`src/rtl/i2c_master_transaction_engine_assert.svh`:
```
// Assertion macros shared by the I2C master RTL.
// Included by modules that carry concurrent checks; expects clk and rst in scope.
`ifndef I2C_MASTER_TRANSACTION_ENGINE_ASSERT_SVH
`define I2C_MASTER_TRANSACTION_ENGINE_ASSERT_SVH
`ifndef NO_ASSERTIONS
`define I2CM_ASSERT_NOW(lbl, ante, cons) \
  lbl: assert property (@(posedge clk) disable iff (rst) (ante) |-> (cons)) \
    else $error("i2cm check failed");
`define I2CM_ASSERT_NEXT(lbl, ante, cons) \
  lbl: assert property (@(posedge clk) disable iff (rst) (ante) |=> (cons)) \
    else $error("i2cm check failed");
`else
`define I2CM_ASSERT_NOW(lbl, ante, cons)
`define I2CM_ASSERT_NEXT(lbl, ante, cons)
`endif
`endif

```
`src/rtl/i2cm_pkg.sv`:
```
// Package for the I2C master transaction engine: request/result types,
// action, status and bus phase codes. No dependencies.
package i2cm_pkg;

  localparam int FIFO_DEPTH = 16;

  localparam logic [1:0] ACT_TICK  = 2'd0;
  localparam logic [1:0] ACT_PUSH  = 2'd1;
  localparam logic [1:0] ACT_START = 2'd2;

  localparam logic [1:0] ST_OK        = 2'd0;
  localparam logic [1:0] ST_ADDR_NACK = 2'd1;
  localparam logic [1:0] ST_DATA_NACK = 2'd2;
  localparam logic [1:0] ST_BAD_LEN   = 2'd3;

  localparam logic [4:0] PH_IDLE     = 5'd0;
  localparam logic [4:0] PH_S1       = 5'd1;
  localparam logic [4:0] PH_S2       = 5'd2;
  localparam logic [4:0] PH_S3       = 5'd3;
  localparam logic [4:0] PH_S4       = 5'd4;
  localparam logic [4:0] PH_TX_SETUP = 5'd5;
  localparam logic [4:0] PH_TX_HIGH  = 5'd6;
  localparam logic [4:0] PH_TX_LOW   = 5'd7;
  localparam logic [4:0] PH_TX_REL   = 5'd8;
  localparam logic [4:0] PH_ACK_HIGH = 5'd9;
  localparam logic [4:0] PH_ACK_LOW  = 5'd10;
  localparam logic [4:0] PH_RX_HIGH  = 5'd11;
  localparam logic [4:0] PH_RX_LOW   = 5'd12;
  localparam logic [4:0] PH_MA_SETUP = 5'd13;
  localparam logic [4:0] PH_MA_HIGH  = 5'd14;
  localparam logic [4:0] PH_MA_LOW   = 5'd15;
  localparam logic [4:0] PH_MA_REL   = 5'd16;
  localparam logic [4:0] PH_P1       = 5'd17;
  localparam logic [4:0] PH_P2       = 5'd18;
  localparam logic [4:0] PH_P3       = 5'd19;

  typedef struct packed {
    logic [1:0] action;
    logic       sda_in;
    logic [7:0] data_byte;
    logic [6:0] dev_address;
    logic       read_not_write;
    logic [7:0] byte_count;
  } cmd_t;

  typedef struct packed {
    logic       scl_out;
    logic       sda_out;
    logic       busy_res;
    logic [7:0] read_byte;
    logic       read_valid;
    logic       done_res;
    logic [1:0] status;
    logic [4:0] fifo_level;
  } rsp_t;

endpackage

```
`src/rtl/i2cm_stream_if.sv`:
```
// Valid/ready channel carrying one request or result payload.
// Payload type is a parameter; types come from i2cm_pkg.
interface i2cm_stream_if #(
  parameter type payload_t = logic
) ();
  logic     valid;
  logic     ready;
  payload_t payload;

  modport source (output valid, output payload, input ready);
  modport sink (input valid, input payload, output ready);
endinterface

```
`src/rtl/i2c_master_transaction_engine.sv`:
```
// I2C master transaction engine, top level.
// Requests enter on cmd: action 0 tick advances one bus phase, 1 pushes a write
// byte into the queue, 2 starts a transaction (address, direction, byte count).
// Every request gives exactly one result on rsp: open-drain SCL/SDA levels for
// the phase, busy, received byte with its valid flag, done with status, and the
// queue fill. SDA is sampled from the tick request that follows SCL high.
// A taken request waits in the request register; its result is written to the result
// register when rsp can accept it. Throughput: one request per cycle while rsp is
// taken, set by the single phase step between the request and result registers.
// A stalled result holds; one more request is still taken into the request
// register, after which cmd.ready drops until rsp is taken.
// Reset (rst, synchronous) returns to idle with both lines released and an
// empty queue; queue memory contents are not cleared.
// Depends on i2cm_pkg, i2cm_stream_if, i2cm_fifo and i2cm_ctrl.
module i2c_master_transaction_engine #(
  parameter int FIFO_DEPTH = i2cm_pkg::FIFO_DEPTH
) (
  input logic           clk,
  input logic           rst,
  i2cm_stream_if.sink   cmd,
  i2cm_stream_if.source rsp
);
  localparam int FW = $clog2(FIFO_DEPTH + 1);

  i2cm_pkg::cmd_t cmd_q;
  logic           cmd_q_valid;
  i2cm_pkg::rsp_t rsp_q;
  logic           rsp_valid;
  i2cm_pkg::rsp_t ctrl_res;
  logic           step;
  logic           pop;
  logic           push;
  logic [FW-1:0]  fill;
  logic [7:0]     head_data;

  assign step      = cmd_q_valid && (!rsp_valid || rsp.ready);
  assign cmd.ready = !cmd_q_valid || step;
  assign push      = step && (cmd_q.action == i2cm_pkg::ACT_PUSH);

  assign rsp.valid   = rsp_valid;
  assign rsp.payload = rsp_q;

  i2cm_fifo #(
    .DEPTH (FIFO_DEPTH)
  ) u_fifo (
    .clk       (clk),
    .rst       (rst),
    .push      (push),
    .push_data (cmd_q.data_byte),
    .pop       (step && pop),
    .fill      (fill),
    .head_data (head_data)
  );

  i2cm_ctrl #(
    .DEPTH (FIFO_DEPTH)
  ) u_ctrl (
    .clk       (clk),
    .rst       (rst),
    .step      (step),
    .item      (cmd_q),
    .fill      (fill),
    .head_data (head_data),
    .pop       (pop),
    .res       (ctrl_res)
  );

  always_ff @(posedge clk) begin
    if (rst) begin
      cmd_q_valid <= 1'b0;
      rsp_valid   <= 1'b0;
    end else begin
      if (cmd.ready) begin
        cmd_q_valid <= cmd.valid;
      end
      if (step) begin
        rsp_valid <= 1'b1;
      end else if (rsp.ready) begin
        rsp_valid <= 1'b0;
      end
    end
  end

  always_ff @(posedge clk) begin
    if (cmd.valid && cmd.ready) begin
      cmd_q <= cmd.payload;
    end
    if (step) begin
      rsp_q <= ctrl_res;
    end
  end
endmodule

```
`src/rtl/i2cm_fifo.sv`:
```
// Write byte queue: circular memory with head pointer and fill count.
// Head entry is read through a registered port. Depends on nothing else.
module i2cm_fifo #(
  parameter int DEPTH = 16
) (
  input  logic                       clk,
  input  logic                       rst,
  input  logic                       push,
  input  logic [7:0]                 push_data,
  input  logic                       pop,
  output logic [$clog2(DEPTH+1)-1:0] fill,
  output logic [7:0]                 head_data
);
  localparam int AW = (DEPTH > 1) ? $clog2(DEPTH) : 1;
  localparam int FW = $clog2(DEPTH + 1);
  localparam int SW = FW + 1;

  logic [7:0]    mem [DEPTH];
  logic [AW-1:0] head;
  logic [AW-1:0] head_inc;
  logic [FW-1:0] fill_next;
  logic [SW-1:0] wr_sum;
  logic [SW-1:0] wr_wrap;
  logic [AW-1:0] wr_idx;
  logic          push_ok;

  assign push_ok = push && (fill < FW'(DEPTH));
  assign wr_sum  = SW'(head) + SW'(fill);
  assign wr_wrap = (wr_sum >= SW'(DEPTH)) ? (wr_sum - SW'(DEPTH)) : wr_sum;
  assign wr_idx  = wr_wrap[AW-1:0];
  assign head_inc = (SW'(head) + SW'(1) == SW'(DEPTH)) ? '0 : head + AW'(1);

  always_comb begin
    fill_next = fill;
    if (push_ok) begin
      fill_next = fill + FW'(1);
    end else if (pop && fill != '0) begin
      fill_next = fill - FW'(1);
    end
  end

  always_ff @(posedge clk) begin
    if (rst) begin
      head <= '0;
      fill <= '0;
    end else begin
      fill <= fill_next;
      if (pop && fill != '0) begin
        head <= head_inc;
      end
    end
  end

  always_ff @(posedge clk) begin
    if (push_ok) begin
      mem[wr_idx] <= push_data;
    end
    head_data <= mem[head];
  end
endmodule

```
`src/rtl/i2cm_ctrl.sv`:
```
// Bus phase sequencer: one phase per tick request, START/address/data/ACK/STOP.
// Uses i2cm_pkg codes and types; pops write bytes from i2cm_fifo.
`include "i2c_master_transaction_engine_assert.svh"
module i2cm_ctrl #(
  parameter int DEPTH = 16
) (
  input  logic                       clk,
  input  logic                       rst,
  input  logic                       step,
  input  i2cm_pkg::cmd_t             item,
  input  logic [$clog2(DEPTH+1)-1:0] fill,
  input  logic [7:0]                 head_data,
  output logic                       pop,
  output i2cm_pkg::rsp_t             res
);
  localparam int FW = $clog2(DEPTH + 1);
  localparam int CW = (FW > 8) ? FW : 8;

  logic [4:0] phase, phase_next;
  logic [3:0] bit_index, bit_index_next;
  logic [7:0] shift_byte, shift_byte_next;
  logic [7:0] bytes_left, bytes_left_next;
  logic       reading, reading_next;
  logic       addr_flag, addr_flag_next;
  logic [1:0] err_code, err_code_next;
  logic       scl_level, scl_level_next;
  logic       sda_level, sda_level_next;

  logic [CW-1:0] fill_ext;
  logic [CW-1:0] level_ext;
  logic [CW-1:0] cnt_ext;
  logic [CW-1:0] left_ext;
  logic [3:0]    bit_inc;
  logic [7:0]    rx_shift;
  logic          txbit;
  logic          mbit;
  logic          is_tick;

  assign fill_ext      = CW'(fill);
  assign cnt_ext       = CW'(item.byte_count);
  assign left_ext      = CW'(bytes_left);
  assign bit_inc       = bit_index + 4'd1;
  assign rx_shift      = {shift_byte[6:0], item.sda_in};
  assign txbit         = shift_byte[7];
  assign mbit          = (bytes_left == 8'd0);
  assign is_tick       = (item.action == i2cm_pkg::ACT_TICK);

  always_comb begin
    phase_next      = phase;
    bit_index_next  = bit_index;
    shift_byte_next = shift_byte;
    bytes_left_next = bytes_left;
    reading_next    = reading;
    addr_flag_next  = addr_flag;
    err_code_next   = err_code;
    scl_level_next  = scl_level;
    sda_level_next  = sda_level;
    pop             = 1'b0;
    res             = '0;

    if (item.action == i2cm_pkg::ACT_START) begin
      if (phase == i2cm_pkg::PH_IDLE) begin
        if ((item.read_not_write && item.byte_count == 8'd0) ||
            (!item.read_not_write && cnt_ext > fill_ext)) begin
          res.done_res = 1'b1;
          res.status   = i2cm_pkg::ST_BAD_LEN;
        end else begin
          shift_byte_next = {item.dev_address, item.read_not_write};
          bytes_left_next = item.byte_count;
          reading_next    = item.read_not_write;
          addr_flag_next  = 1'b1;
          err_code_next   = i2cm_pkg::ST_OK;
          bit_index_next  = 4'd0;
          phase_next      = i2cm_pkg::PH_S1;
        end
      end
    end else if (is_tick) begin
      unique case (phase)
        i2cm_pkg::PH_S1: begin
          scl_level_next = 1'b1; sda_level_next = 1'b1; phase_next = i2cm_pkg::PH_S2;
        end
        i2cm_pkg::PH_S2: begin
          scl_level_next = 1'b1; sda_level_next = 1'b0; phase_next = i2cm_pkg::PH_S3;
        end
        i2cm_pkg::PH_S3: begin
          scl_level_next = 1'b0; sda_level_next = 1'b0; phase_next = i2cm_pkg::PH_S4;
        end
        i2cm_pkg::PH_S4: begin
          scl_level_next = 1'b0; sda_level_next = 1'b1;
          bit_index_next = 4'd0;
          phase_next     = i2cm_pkg::PH_TX_SETUP;
        end
        i2cm_pkg::PH_TX_SETUP: begin
          scl_level_next = 1'b0; sda_level_next = txbit; phase_next = i2cm_pkg::PH_TX_HIGH;
        end
        i2cm_pkg::PH_TX_HIGH: begin
          scl_level_next = 1'b1; sda_level_next = txbit; phase_next = i2cm_pkg::PH_TX_LOW;
        end
        i2cm_pkg::PH_TX_LOW: begin
          scl_level_next = 1'b0; sda_level_next = txbit; phase_next = i2cm_pkg::PH_TX_REL;
        end
        i2cm_pkg::PH_TX_REL: begin
          scl_level_next  = 1'b0; sda_level_next = 1'b1;
          shift_byte_next = {shift_byte[6:0], 1'b0};
          bit_index_next  = bit_inc;
          phase_next      = bit_inc[3] ? i2cm_pkg::PH_ACK_HIGH : i2cm_pkg::PH_TX_SETUP;
        end
        i2cm_pkg::PH_ACK_HIGH: begin
          scl_level_next = 1'b1; sda_level_next = 1'b1; phase_next = i2cm_pkg::PH_ACK_LOW;
        end
        i2cm_pkg::PH_ACK_LOW: begin
          scl_level_next = 1'b0; sda_level_next = 1'b1;
          if (item.sda_in) begin
            err_code_next = addr_flag ? i2cm_pkg::ST_ADDR_NACK : i2cm_pkg::ST_DATA_NACK;
            phase_next    = i2cm_pkg::PH_P1;
          end else if (addr_flag && reading) begin
            addr_flag_next  = 1'b0;
            bit_index_next  = 4'd0;
            shift_byte_next = 8'd0;
            phase_next      = i2cm_pkg::PH_RX_HIGH;
          end else begin
            addr_flag_next = 1'b0;
            if (bytes_left == 8'd0) begin
              phase_next = i2cm_pkg::PH_P1;
            end else begin
              pop             = 1'b1;
              shift_byte_next = (fill != '0) ? head_data : 8'd0;
              bytes_left_next = bytes_left - 8'd1;
              bit_index_next  = 4'd0;
              phase_next      = i2cm_pkg::PH_TX_SETUP;
            end
          end
        end
        i2cm_pkg::PH_RX_HIGH: begin
          scl_level_next = 1'b1; sda_level_next = 1'b1; phase_next = i2cm_pkg::PH_RX_LOW;
        end
        i2cm_pkg::PH_RX_LOW: begin
          scl_level_next  = 1'b0; sda_level_next = 1'b1;
          shift_byte_next = rx_shift;
          bit_index_next  = bit_inc;
          if (bit_inc[3]) begin
            res.read_byte  = rx_shift;
            res.read_valid = 1'b1;
            if (bytes_left != 8'd0) begin
              bytes_left_next = bytes_left - 8'd1;
            end
            phase_next = i2cm_pkg::PH_MA_SETUP;
          end else begin
            phase_next = i2cm_pkg::PH_RX_HIGH;
          end
        end
        i2cm_pkg::PH_MA_SETUP: begin
          scl_level_next = 1'b0; sda_level_next = mbit; phase_next = i2cm_pkg::PH_MA_HIGH;
        end
        i2cm_pkg::PH_MA_HIGH: begin
          scl_level_next = 1'b1; sda_level_next = mbit; phase_next = i2cm_pkg::PH_MA_LOW;
        end
        i2cm_pkg::PH_MA_LOW: begin
          scl_level_next = 1'b0; sda_level_next = mbit; phase_next = i2cm_pkg::PH_MA_REL;
        end
        i2cm_pkg::PH_MA_REL: begin
          scl_level_next = 1'b0; sda_level_next = 1'b1;
          if (bytes_left == 8'd0) begin
            phase_next = i2cm_pkg::PH_P1;
          end else begin
            bit_index_next  = 4'd0;
            shift_byte_next = 8'd0;
            phase_next      = i2cm_pkg::PH_RX_HIGH;
          end
        end
        i2cm_pkg::PH_P1: begin
          scl_level_next = 1'b0; sda_level_next = 1'b0; phase_next = i2cm_pkg::PH_P2;
        end
        i2cm_pkg::PH_P2: begin
          scl_level_next = 1'b1; sda_level_next = 1'b0; phase_next = i2cm_pkg::PH_P3;
        end
        i2cm_pkg::PH_P3: begin
          scl_level_next = 1'b1; sda_level_next = 1'b1;
          res.done_res   = 1'b1;
          res.status     = err_code;
          err_code_next  = i2cm_pkg::ST_OK;
          phase_next     = i2cm_pkg::PH_IDLE;
        end
        default: begin
          // idle or unused code: release both lines
          scl_level_next = 1'b1; sda_level_next = 1'b1;
          phase_next     = i2cm_pkg::PH_IDLE;
        end
      endcase
    end

    // queue level after this request: push or pop applied to the current fill
    level_ext = fill_ext;
    if (item.action == i2cm_pkg::ACT_PUSH && fill_ext < CW'(DEPTH)) begin
      level_ext = fill_ext + CW'(1);
    end else if (pop && fill != '0) begin
      level_ext = fill_ext - CW'(1);
    end

    res.scl_out    = scl_level_next;
    res.sda_out    = sda_level_next;
    res.busy_res   = (phase_next != i2cm_pkg::PH_IDLE);
    res.fifo_level = level_ext[4:0];
  end

  always_ff @(posedge clk) begin
    if (rst) begin
      phase      <= i2cm_pkg::PH_IDLE;
      bit_index  <= 4'd0;
      shift_byte <= 8'd0;
      bytes_left <= 8'd0;
      reading    <= 1'b0;
      addr_flag  <= 1'b0;
      err_code   <= i2cm_pkg::ST_OK;
      scl_level  <= 1'b1;
      sda_level  <= 1'b1;
    end else if (step) begin
      phase      <= phase_next;
      bit_index  <= bit_index_next;
      shift_byte <= shift_byte_next;
      bytes_left <= bytes_left_next;
      reading    <= reading_next;
      addr_flag  <= addr_flag_next;
      err_code   <= err_code_next;
      scl_level  <= scl_level_next;
      sda_level  <= sda_level_next;
    end
  end

  `I2CM_ASSERT_NEXT(a_stop_to_idle, step && is_tick && phase == i2cm_pkg::PH_P3, phase == i2cm_pkg::PH_IDLE)
  `I2CM_ASSERT_NOW(a_write_covered, phase != i2cm_pkg::PH_IDLE && !reading, left_ext <= fill_ext)
  `I2CM_ASSERT_NOW(a_pop_phase, step && pop, phase == i2cm_pkg::PH_ACK_LOW && fill != '0)
  `I2CM_ASSERT_NOW(a_rx_only_read, step && res.read_valid, reading && !addr_flag)
endmodule
```
`src/flat_wrapper.sv`:
```
// flat-port wrapper written by rule: the top's interface ports become plain ports
module i2c_master_transaction_engine_flat 
#(
  parameter int FIFO_DEPTH = i2cm_pkg::FIFO_DEPTH
)
  (clk, rst, cmd_valid, cmd_payload, cmd_ready, rsp_valid, rsp_payload, rsp_ready);
  i2cm_stream_if cmd_i ();
  i2cm_stream_if rsp_i ();
  input logic clk;
  input logic rst;
  input wire logic [$bits(cmd_i.valid)-1:0] cmd_valid;
  input wire logic [$bits(cmd_i.payload)-1:0] cmd_payload;
  output wire logic [$bits(cmd_i.ready)-1:0] cmd_ready;
  output wire logic [$bits(rsp_i.valid)-1:0] rsp_valid;
  output wire logic [$bits(rsp_i.payload)-1:0] rsp_payload;
  input wire logic [$bits(rsp_i.ready)-1:0] rsp_ready;
  assign cmd_i.valid = cmd_valid;
  assign cmd_i.payload = cmd_payload;
  assign cmd_ready = cmd_i.ready;
  assign rsp_valid = rsp_i.valid;
  assign rsp_payload = rsp_i.payload;
  assign rsp_i.ready = rsp_ready;
  i2c_master_transaction_engine #(.FIFO_DEPTH(FIFO_DEPTH)) u_core (.clk(clk), .rst(rst), .cmd(cmd_i), .rsp(rsp_i));
endmodule
```
`config.mk`:
```
export PLATFORM = sky130hd
export DESIGN_NAME = i2c_master_transaction_engine_flat
export DESIGN_NICKNAME = d
export VERILOG_FILES = /design/src/rtl/i2cm_pkg.sv /design/src/rtl/i2cm_stream_if.sv /design/src/rtl/i2c_master_transaction_engine.sv /design/src/rtl/i2cm_fifo.sv /design/src/rtl/i2cm_ctrl.sv /design/src/flat_wrapper.sv
export VERILOG_INCLUDE_DIRS = /design/src /design/src/rtl
export SDC_FILE = /design/constraint.sdc
export NUM_CORES = 1
export LEC_CHECK = 0
export BUFFER_PORTS_ARGS = -buffer_cell sky130_fd_sc_hd__clkbuf_2
export CAP_MARGIN = 20
export CORE_ASPECT_RATIO = 0.9
export CORE_MARGIN = 3
export CORE_UTILIZATION = 23
export CTS_BUF_LIST = sky130_fd_sc_hd__clkbuf_8
export DETAILED_ROUTE_END_ITERATION = 16
export GPL_ROUTABILITY_DRIVEN = 0
export SETUP_SLACK_MARGIN = 0.3
export SYNTH_ARGS = -nofsm -noshare
export SYNTH_HDL_FRONTEND = slang
export SYNTH_SLANG_ARGS = --single-unit
```
`constraint.sdc`:
```
create_clock -name clk -period 3.3 [get_ports clk]
set_input_delay 0.165 -clock clk [delete_from_list [all_inputs] [get_ports clk]]
set_output_delay 0.165 -clock clk [all_outputs]
set_load 0.005 [all_outputs]
```
Word-level counts from Yosys, hierarchy flattened --
Index checks and enable logic that the tools add are counted.
Storage, ports and cells: output and inout bits 3, word-level logic and storage cells 68, input bits 5, bits in registers 25
Operators by class: reductions and logical operators 18, muxes and demuxes 17, equal/unequal tests 22, add/sub/neg operators 4
Operator list (count):
- 5-bit case mux with 18 select lines | 1
- 5-bit by 4-bit == test with 1-bit output (second input constant) | 8
- 8-bit two-way mux | 3
- 5-bit by 3-bit == test with 1-bit output (second input constant) | 4
- 8-bit case mux with 2 select lines | 1
- 5-bit == test (second input constant) | 3
- 5-bit two-way mux | 3
- 4-bit case mux with 3 select lines | 1
- 5-bit by 2-bit == test with 1-bit output (second input constant) | 2
- 5-bit nonzero test | 2
- 8-bit zero test | 1
- 4-bit two-way mux | 2
- 2-bit inequality test (second input constant) | 4
- 8-bit nonzero test | 1
- 8-bit by 1-bit subtractor with 8-bit output (second input constant) | 1
- 5-bit by 1-bit == test with 1-bit output (second input constant) | 1
- 1-bit two-way mux | 5
- 5-bit AND reduction | 1
- 5-bit by 1-bit subtractor with 5-bit output (second input constant) | 1
- 4-bit by 1-bit adder with 4-bit output (second input constant) | 1
- 1-bit logical AND | 4
- 2-bit OR reduction | 2
- 3-bit two-way mux | 1
- 3-bit AND reduction | 1
- other kinds (5) | 7

Longest topological paths before layout --
depth after elaboration 6, gate-level depth with buffers 7, gate-level depth less buffers 7

Modules after synthesis --
A second synthesis with hierarchy kept.
Second synthesis, totals: cell total of the unflattened synthesis 701, area, all modules 8798.4 µm²
Modules (own cells, without submodules):
- i2cm_fifo | sequential area each 4184.0 µm², instances 1, cells each 303, area an instance 5748.0 µm²
- i2cm_ctrl | sequential area each 620.6 µm², instances 1, cells each 384, area an instance 2877.8 µm²
- i2c_master_transaction_engine | sequential area each 100.1 µm², instances 1, cells each 14, area an instance 172.7 µm²

Least setup slack after synthesis --
OpenSTA, ideal clock, no wires.
path kind register -> register, from register u_core.u_ctrl.phase[4], to register u_core.u_fifo.fill[3], stages on the path, launching flop included 7, setup slack 1344 ps, clock period less this slack 1956 ps, data arrival time 1886 ps, library setup time 70 ps, buffers on the path 2, data required time 3230 ps, cells stage by stage dfxtp_1 -> buf_2 -> or4_1 -> buf_2 -> or4_1 -> or3_1 -> a21oi_1
Between the ends: cells in the longest elaborated chain, start to end 4
RTL lines:
- start, declared | RTL line i2cm_ctrl.sv:19 | logic [4:0] phase, phase_next;
- start signal, assigned | RTL line i2cm_ctrl.sv:208 | phase <= i2cm_pkg::PH_IDLE;
- start signal, assigned | RTL line i2cm_ctrl.sv:218 | phase <= phase_next;
- 5-bit by 4-bit == test with 1-bit output | RTL line i2cm_ctrl.sv:78 | unique case (phase)
- 1-bit two-way mux | RTL line i2cm_ctrl.sv:78
- 1-bit logical AND | RTL line i2c_master_transaction_engine.sv:50 | .pop (step && pop),
- 1-bit logical AND
- end signal, assigned | RTL line i2cm_fifo.sv:47 | fill <= fill_next;
- end, declared | RTL line i2cm_fifo.sv:11 | output logic [$clog2(DEPTH+1)-1:0] fill,
No other way between the ends. A chain may end at the register's enable or synchronous reset.

Worst setup path in the final report --
from register u_core.u_ctrl.phase[4], to register u_core.u_ctrl.bytes_left[5]
Between the ends: cells in the longest elaborated chain, start to end 3, elaborated cells on any way between the ends 8, those cells by class 5 x eq/ne; 1 x mux; 2 x reduce/logical
RTL lines:
- 5-bit by 4-bit == test with 1-bit output | RTL line i2cm_ctrl.sv:78
- 2-bit inequality test (no source line) or 3-bit nonzero test (tied branches)
- 5-bit AND reduction (no source line)
- end signal, assigned | RTL line i2cm_ctrl.sv:221 | bytes_left <= bytes_left_next;
- end, declared | RTL line i2cm_ctrl.sv:22 | logic [7:0] bytes_left, bytes_left_next;
Several ways; a longest one is shown, not always the timed one.

==> reports/results.txt <==
result of the run: finished, final reports clean
DRC Markers: 0
clock sinks: 25
r2r startpoint: u_core.u_ctrl.phase[4]$_SDFFE_PP0P_
vias per cell: 4.77
Final Cycle Share: 69.9%
sequential share of the synthesized area: 34.1%
Layout Nets: 198
Synth-to-Final Area Change: 8.60%
total of max-cap violations: 0
clk slew on worst S/H paths: 0.09 ns
TritonRoute pass-1 iters: 4
CP endpoint: u_core.u_ctrl.bytes_left[5]$_SDFFE_PP0P_
Async S/R FF share, synth: 0%
CTS tree: built
post-layout min period: 2.31 ns
WL/cell: 10.8 um
dominant synthesized flop cell: dfxtp_1
RSZ-0062 raised after global routing: no
Root Driver: clkbuf_8
routed via count: 1312
number of CTS-inserted buffers: 3
Core Rows: 27
All-Layer GR Usage: 8.27%
share of layout cells above drive strength 1: 7.45%
hold violation count in the final report: 0
Synth cell types: 48
Setup crit end kind: flip-flop
hold buffer count at CTS: 0
Post-Syn Area: 1500 um^2
reg2reg setup slack: 0.99 ns
Max clock buf depth: 2
critical path required time: 3.46 ns
post-route ant nets: 0
setup violators final: 0
CP Max Fanout: 18
Layout Skew: 0.00351 ns
vias in the first global route: 1189
RR Endpoint: u_core.u_ctrl.bytes_left[5]$_SDFFE_PP0P_
Final HPWL DP: 2070 um
global-route wire length before repair: 5340 um
Worst setup SP type: flip-flop
crit path DAT: 2.47 ns
top post-synthesis cells by area: dfxtp_1, a21oi_1, nor2_1, or3_1, nand2_1
register bit total from synthesis: 25
worst slew pin tran: 0.685 ns
Layout Cells excl Fill: 275
number of H-tree levels: 1
initial DRC count: 114
area leader, netlist: dfxtp_1
top-area cell type share of the netlist area: 32.1%
worst hold path class: input port to flip-flop
worst setup margin: 0.995 ns
Worst Setup SP: u_core.u_ctrl.phase[4]$_SDFFE_PP0P_
fmax: 434 MHz
# port buffers: 6
I/O pin count: 8
number of enable-type register cells in the synthesized netlist: 1
initial antenna violation count: 0
setup TNS: 0 ns
filler instances: 716
die area: 7520 um^2
Slew Viols, Final: 0
synthesized instance count: 191
largest net degree at the start of global routing: 26
syn nets: 200
core footprint: 6220 um^2
CP Class: flip-flop to flip-flop
Reg2Reg Depth: 5
die height: 82.6 um
gr ovfl total: 0
Clock Latency Late Sink: 0.26 ns
area of the multi-input gates: 895 um^2
WHS: 0.104 ns
Peak VDD IR: 0.242 mV
Pwr Density: 308 nW/um^2
FF/Latch Area: 510 um^2
Antenna Cells: 0
Synth Warn #: 0
Routed WL: 2980 um
Setup Buffers After CTS: 0
initial core utilization: 24.1%
leak pwr: 0.566 nW
die span in x: 91.1 um
average cell area after synthesis: 7.84 um^2
pre-CTS setup slack: 1.04 ns
dpl cells: 271
CTS resizes: 0
relative slew slack: 53.7%
[per-layer routing]
metal  GRT usage, %  vias up  part of all wire [%]
met5              0        -                     0
met4          0.452        0                     0
met3           1.90        0                   3.3
met2           14.6       18                    43
met1           10.9      608                    54
li1               -      686                     -
[registers in the layout (all words and copies together) (netlist names)]
register,flops
u_core.rsp.valid,1
u_core.u_ctrl.bit_index,4
u_core.cmd_q_valid,1
u_core.u_ctrl.bytes_left,8
u_core.u_ctrl.phase,5
u_core.u_fifo.fill,5
u_core.rsp.payload,1
[report_power, final]
part           internal [mW]  switching [mW]
clock                 0.0831          0.0937
combinational        0.00437          0.0122
sequential             0.305         0.00175
total                  0.393           0.108
[critical path: stages, from the launching register on]
cell and delay, ns:
dfxtp_1 0.66, or4b_1 0.38, nor2_1 0.13, a211oi_1 0.61, a311oi_1 0.20, a41o_1 0.24
[area by class of cell]
class,instances,share of cell area [%]
sequential,25,31.4
clock inverter,1,0.231
tap,87,6.69
timing repair buffer,6,1.85
inverter,10,2.31
multi-input combinational,143,55.0
clock buffer,3,2.54
[worst min path at each step]
stage / start / endpoint / depth (start not counted)
floorplan: cmd_valid / u_core.cmd_q_valid$_SDFFE_PP0P_ / 2
global placement: cmd_valid / u_core.cmd_q_valid$_SDFFE_PP0P_ / 3
detailed placement: cmd_valid / u_core.cmd_q_valid$_SDFFE_PP0P_ / 3
CTS: cmd_valid / u_core.cmd_q_valid$_SDFFE_PP0P_ / 3
global route: cmd_valid / u_core.cmd_q_valid$_SDFFE_PP0P_ / 3
finish: cmd_valid / u_core.cmd_q_valid$_SDFFE_PP0P_ / 3
[cell usage after synthesis (3+ instances only)]
cell type  instances
dfxtp_1           24
nor2_1            20
a21oi_1           18
nand2_1           15
or3_1             10
inv_1              9
clkbuf_1           8
o21ai_0            7
a211oi_1           6
buf_2              5
nand2b_1           5
nor3_1             5
ha_1               4
o21ai_1            4
xnor2_1            4
nand3_1            3
nor3b_1            3
nor4_1             3
xor2_1             3
[kinds of logic (layout without fill, tap and decap cells)]
group                    after synthesis  in the layout  synth area share [%]
flip-flops                            25             25                  34.1
AND/OR/NAND/NOR                       79             79                  29.4
AO/OA/AOI/OAI                         51             51                  21.5
multiplexers                           2              2                  1.42
adder cells (fa/ha/maj)                4              4                  3.34
XOR/XNOR                               7              7                  4.09
buffers and inverters                 23             20                  6.18
[placed cells by master (no fill, tap or decap), types with 2 or more instances in the layout]
cell type	count
clkbuf_2	6
a211oi_1	6
xor2_1	3
ha_1	4
xnor2_1	4
or4_1	2
nor3b_1	3
o31ai_1	2
nand2b_1	5
o22ai_1	2
a21oi_1	18
and3_1	2
o21ai_1	4
nand3_1	3
a211o_1	2
nor2_1	20
nor4_1	3
o21ai_0	7
dfxtp_1	24
nand2_1	15
or3_1	10
or4b_1	2
inv_1	10
nor3_1	5
clkbuf_8	3
[stage by stage]
step	util, %	total power, mW	instance area, um^2
final	26.2	0.500	1630
after global routing	26.2	0.521	1630
after CTS	26.2	0.510	1630
after detailed placement	25.4	0.331	1580
after global placement	25.4	0.331	1580
after floorplan	-	0.325	1500
Power figures use the tool's default switching activity.
